[src/sv/attf_pkg.sv]
// ---------------------------------------------------------------------------
// attf_pkg
// Shared widths, register indexes, item type and divider step functions.
// ---------------------------------------------------------------------------
package attf_pkg;

  localparam int FRAME_BITS = 16;
  localparam int FRAC_BITS  = 16;
  localparam int DIV_W      = 32;
  localparam int DVS_W      = 24;
  localparam int CFG_W      = 16;
  localparam int IDX_W      = 3;
  localparam int LATENCY    = 3 * DIV_W + FRAC_BITS + 1;

  typedef enum logic [IDX_W-1:0] {
    REG_PERIOD   = 3'd0,
    REG_FIRST    = 3'd1,
    REG_COUNT    = 3'd2,
    REG_LOOPBACK = 3'd3,
    REG_LOOPLEN  = 3'd4,
    REG_LOOPEN   = 3'd5
  } reg_idx_e;

  typedef struct packed {
    logic [31:0]          time_ms;
    logic [DVS_W-1:0]     period;
    logic [DIV_W-1:0]     frame;
    logic [DVS_W-1:0]     rem;
    logic [FRAC_BITS-1:0] frac;
    logic                 x_neg;
  } item_t;

  typedef struct packed {
    logic [DVS_W-1:0] r;
    logic [DIV_W-1:0] q;
  } div_st_t;

  typedef struct packed {
    logic [DVS_W-1:0]     r;
    logic [FRAC_BITS-1:0] q;
  } frac_st_t;

  function automatic div_st_t div_step(logic [DVS_W-1:0] r, logic [DIV_W-1:0] q,
                                       logic [DVS_W-1:0] d);
    logic [DVS_W:0] t;
    logic [DVS_W:0] diff;
    logic           ge;
    div_st_t        s;
    t      = {r, q[DIV_W-1]};
    diff   = t - {1'b0, d};
    ge     = (t >= {1'b0, d});
    s.r    = ge ? diff[DVS_W-1:0] : t[DVS_W-1:0];
    s.q    = {q[DIV_W-2:0], ge};
    return s;
  endfunction

  function automatic frac_st_t frac_step(logic [DVS_W-1:0] r, logic [FRAC_BITS-1:0] q,
                                         logic [DVS_W-1:0] d);
    logic [DVS_W:0] t;
    logic [DVS_W:0] diff;
    logic           ge;
    frac_st_t       s;
    t      = {r, 1'b0};
    diff   = t - {1'b0, d};
    ge     = (t >= {1'b0, d});
    s.r    = ge ? diff[DVS_W-1:0] : t[DVS_W-1:0];
    s.q    = {q[FRAC_BITS-2:0], ge};
    return s;
  endfunction

endpackage

[src/sv/attf_frac.sv]
// ---------------------------------------------------------------------------
// attf_frac
// Pipelined fraction divider: remainder over period as a 0.FRAC_BITS value.
// ---------------------------------------------------------------------------
module attf_frac import attf_pkg::*; (
  input  logic  clk_i,
  input  logic  rst_ni,
  input  logic  in_valid_i,
  input  item_t in_item_i,
  output logic  out_valid_o,
  output item_t out_item_o
);

  logic                 v_q [FRAC_BITS];
  item_t                it_q [FRAC_BITS];
  logic [FRAC_BITS-1:0] q_q [FRAC_BITS];
  logic [DVS_W-1:0]     r_q [FRAC_BITS];

  for (genvar k = 0; k < FRAC_BITS; k++) begin : g_st
    logic                 v_d;
    item_t                it_d;
    logic [FRAC_BITS-1:0] q_in;
    logic [DVS_W-1:0]     r_in;
    frac_st_t             s;
    if (k == 0) begin : g_first
      assign v_d  = in_valid_i;
      assign it_d = in_item_i;
      assign q_in = '0;
      assign r_in = in_item_i.rem;
    end else begin : g_next
      assign v_d  = v_q[k-1];
      assign it_d = it_q[k-1];
      assign q_in = q_q[k-1];
      assign r_in = r_q[k-1];
    end
    assign s = frac_step(r_in, q_in, it_d.period);

    always_ff @(posedge clk_i or negedge rst_ni) begin
      if (!rst_ni) begin
        v_q[k] <= 1'b0;
      end else begin
        v_q[k] <= v_d;
      end
    end

    always_ff @(posedge clk_i) begin
      it_q[k] <= it_d;
      q_q[k]  <= s.q;
      r_q[k]  <= s.r;
    end
  end

  always_comb begin
    out_item_o      = it_q[FRAC_BITS-1];
    out_item_o.frac = q_q[FRAC_BITS-1];
  end
  assign out_valid_o = v_q[FRAC_BITS-1];

endmodule

[config.mk]
export PLATFORM = sky130hd
export DESIGN_NAME = attf_frac
export DESIGN_NICKNAME = d
export VERILOG_FILES = /design/src/sv/attf_pkg.sv /design/src/sv/attf_frac.sv
export SDC_FILE = /design/constraint.sdc
export NUM_CORES = 2
export LEC_CHECK = 0
export BUFFER_PORTS_ARGS = -buffer_cell sky130_fd_sc_hd__buf_2
export CORE_UTILIZATION = 40
export DETAILED_ROUTE_END_ITERATION = 12
export GPL_TIMING_DRIVEN = 0
export PLACE_DENSITY = 0.67
export SYNTH_ARGS = -nofsm -noshare
export SYNTH_HDL_FRONTEND = slang
export SYNTH_SLANG_ARGS = --single-unit
export TNS_END_PERCENT = 1
[constraint.sdc]
create_clock -name clk_i -period 3.9 [get_ports clk_i]
set_input_delay 0.585 -clock clk_i [delete_from_list [all_inputs] [get_ports clk_i]]
set_output_delay 0.585 -clock clk_i [all_outputs]
set_load 0.01 [all_outputs]
==> reports/results.tsv <==
metric	value	unit
area_growth	19.56	%
viasPerCell	4.553	
postCtsSetupRepairBufs	0	
startpoint_type	flop	
die_h	419.8	um
hold_viol	0	
tns	0	ns
reg2reg_slack	0.11	ns
p_switching	22.63	mW
netlist_area	69810	um2
slowest_stage	o21ai_1	
num_vias	40240	
powerDensity	891.2	nW/um2
drv_cap	0	
status	complete, no violations	
max_stage_delay	0.49	ns
r2r-start	it_q[0][728]$_DFF_P_	
period_needed	3.785	ns
dp_hpwl	91240	um
routed_wl	125700	um
cp.arrival	4.52	ns
clock_latency	0.87	ns
synth_warnings	0	
min_path_type	in2async	
ys_seq_area_frac	0.6664	
most-common-layout-cells	dfxtp_1, inv_1, ha_1	
required	4.63	ns
grt_remaining_overflow	0	
die_area	176200	um2
place.port_buffers	245	
synthFlopType	dfxtp_1	
syn_nets	6277	
drive_gt1_frac	0.1357	
rsz0062_at_grt	false	
critPathTopFamily	compound AO/OA/AOI/OAI gates	
async_flop_share	0.006897	
tritoncts	done	
drt-initial-drc-count	1814	
r2r_cells	13	
max-clock-path-buffers	3	
min_period_over_period	0.9706	
die_x	419.8	um
diodes	0	
synth_cell_type_count	90	
grt_max_degree	20	
final_nets	6862	
relSlewSlack	0.3053	
cp-end-kind	flop	
synth_edf_count	0	
p_clk_frac	0.312	
clk_pin_slew	0.06	ns
hold_ws	0.1755	ns
crit_buf_inv	3	
htree_levels	4	
synth-seq-cells	2320	
drt_first_pass_iters	8	
worst_slew_pin_slew	1.029	ns
boundaryPins	262	
finalMaxSlewViolations	0	
grtUsageTotal	0.1432	
detail_route.wl_per_cell	14.22	um
max_freq	264.2	MHz
cp_max_fo	10	
setup_viol	0	
r2r-end	r_q[6][21]$_DFF_P_	
rows	152	
crit_chain	inv_1, ha_1, clkbuf_1, a21oi_1, o21ai_0, a21oi_1, o31ai_2, a21oi_1, a31oi_1, o21ai_1, nand2_1, buf_4, mux2_2	
cp_common_cell	a21oi_1	
grt_pass1_wl	202700	um
synth_cells	5747	
power_frac_seq	0.392	
antenna_found_initial	0	
pwr-share-comb	0.296	
syn_avg_cell_area	12.15	um2
crit_type	reg2reg	
grt_pass1_vias	40880	
cts_buffers	223	
p_int	51.75	mW
switching_share	0.3043	
core_area	172500	um2
leakagePower	37.13	nW
route.detailed.drc	0	
synth_top_area_share	0.6607	
total_power	74.39	mW
skew	0.05247	ns
synth_area_leaders	dfxtp_1, ha_1, inv_1	
peakVddDrop	0.0005120	V
synth.largest_area_cell	dfxtp_1	
drtAntennaViolNets	0	
start_util	0.4047	
final_common_cell	dfxtp_1	
place.gp.congestion	0.9172	
cts_root_buf	clkbuf_16	
clock_sinks	2320	
-- registers in the layout (all words and copies together), names as in the netlist --
name,cells
q_q,136
it_q,1808
g_st.v_d,15
out_valid_o,1
r_q,360
-- metal layers --
| metal | share of wire | track usage | vias to the layer above |
|---|---|---|---|
| li1 | - | - | 20570 |
| met1 | 0.41 | 0.1536 | 18530 |
| met2 | 0.51 | 0.2625 | 816 |
| met3 | 0.039 | 0.02839 | 326 |
| met4 | 0.044 | 0.07689 | 0 |
| met5 | 0 | 0 | - |
-- cell type report --
type	instances	area [um2]
Tap cell	2310	2890
Inverter	470	1764
Buffer	72	364.1
Timing Repair Buffer	360	2377
Sequential cell	2320	46520
Fill cell	15140	89030
Clock inverter	116	2001
Clock buffer	304	6336
Multi-Input combinational cell	2885	21210
-- worst max path at each step --
stage | cells after the start | from | slack [ns] | endpoint
global placement | 12 | in_item_i[34] | -0.15 | r_q[0][17]$_DFF_P_
global route | 13 | it_q[0][728]$_DFF_P_ | 0.002 | r_q[6][12]$_DFF_P_
CTS | 12 | it_q[0][720]$_DFF_P_ | 0.01 | r_q[6][21]$_DFF_P_
detailed placement | 12 | in_item_i[34] | -0.11 | r_q[0][17]$_DFF_P_
finish | 13 | it_q[0][728]$_DFF_P_ | 0.11 | r_q[6][21]$_DFF_P_
floorplan | 13 | it_q[0][203]$_DFF_P_ | 0.95 | r_q[2][10]$_DFF_P_
-- Yosys cell counts (25+ instances only) --
cell / n
o21a_1: 67
xor2_1: 104
nand2b_1: 54
ha_1: 383
nand3_1: 74
nor2b_1: 45
a21o_1: 140
mux2_4: 34
xnor2_1: 171
nor2_1: 262
dfxtp_1: 2304
nand4_1: 47
o31ai_1: 25
or3_1: 27
inv_1: 468
clkbuf_1: 45
a21oi_1: 339
a31oi_1: 37
and3_1: 34
mux2_2: 147
o21ai_0: 227
nor3_1: 66
a211oi_1: 34
nand2_1: 260
-- through the flow --
step	cell area, um2	std cells	setup slack, ns	util
4_1_cts	83420	8837	0.01143	0.4836
5_1_grt	83470	8837	0.002181	0.4839
6_report	83470	8837	0.1148	0.4839
2_1_floorplan	69810	5747	0.9463	-
3_5_place_dp	73930	8302	-0.1098	0.4286
3_3_place_gp	73930	8302	-0.1507	0.4286
-- timing repair --
| action | 4_1_cts | 5_1_grt |
|---|---|---|
| hold buffers | 115 | 0 |
| pin swaps | 0 | 2 |
| resized for setup | 1 | 14 |
| endpoints found under the setup margin | 14 | 95 |
| hold endpoints to repair | 151 | 0 |
-- cell families after synthesis --
logic type      after synthesis  share of synthesized area
xor+xnor                    275                    0.03450
buf+inv                     542                    0.03043
flops                      2320                     0.6664
simple gates                940                    0.06393
fa+ha+maj                   398                    0.07295
mux                         200                    0.03386
compound gates             1072                    0.09789
-- power by group through the flow --
stage | logic (mW) | clock network, mW | registers [mW]
finish | 22.0 | 23.2 | 29.1
global placement | 21.5 | 0 | 29.6
CTS | 22.0 | 24.0 | 29.2
detailed placement | 21.8 | 0 | 29.7
global route | 24.5 | 25.1 | 29.5
floorplan | 17.0 | 0 | 29.1
(Power assumes the default switching activity.)
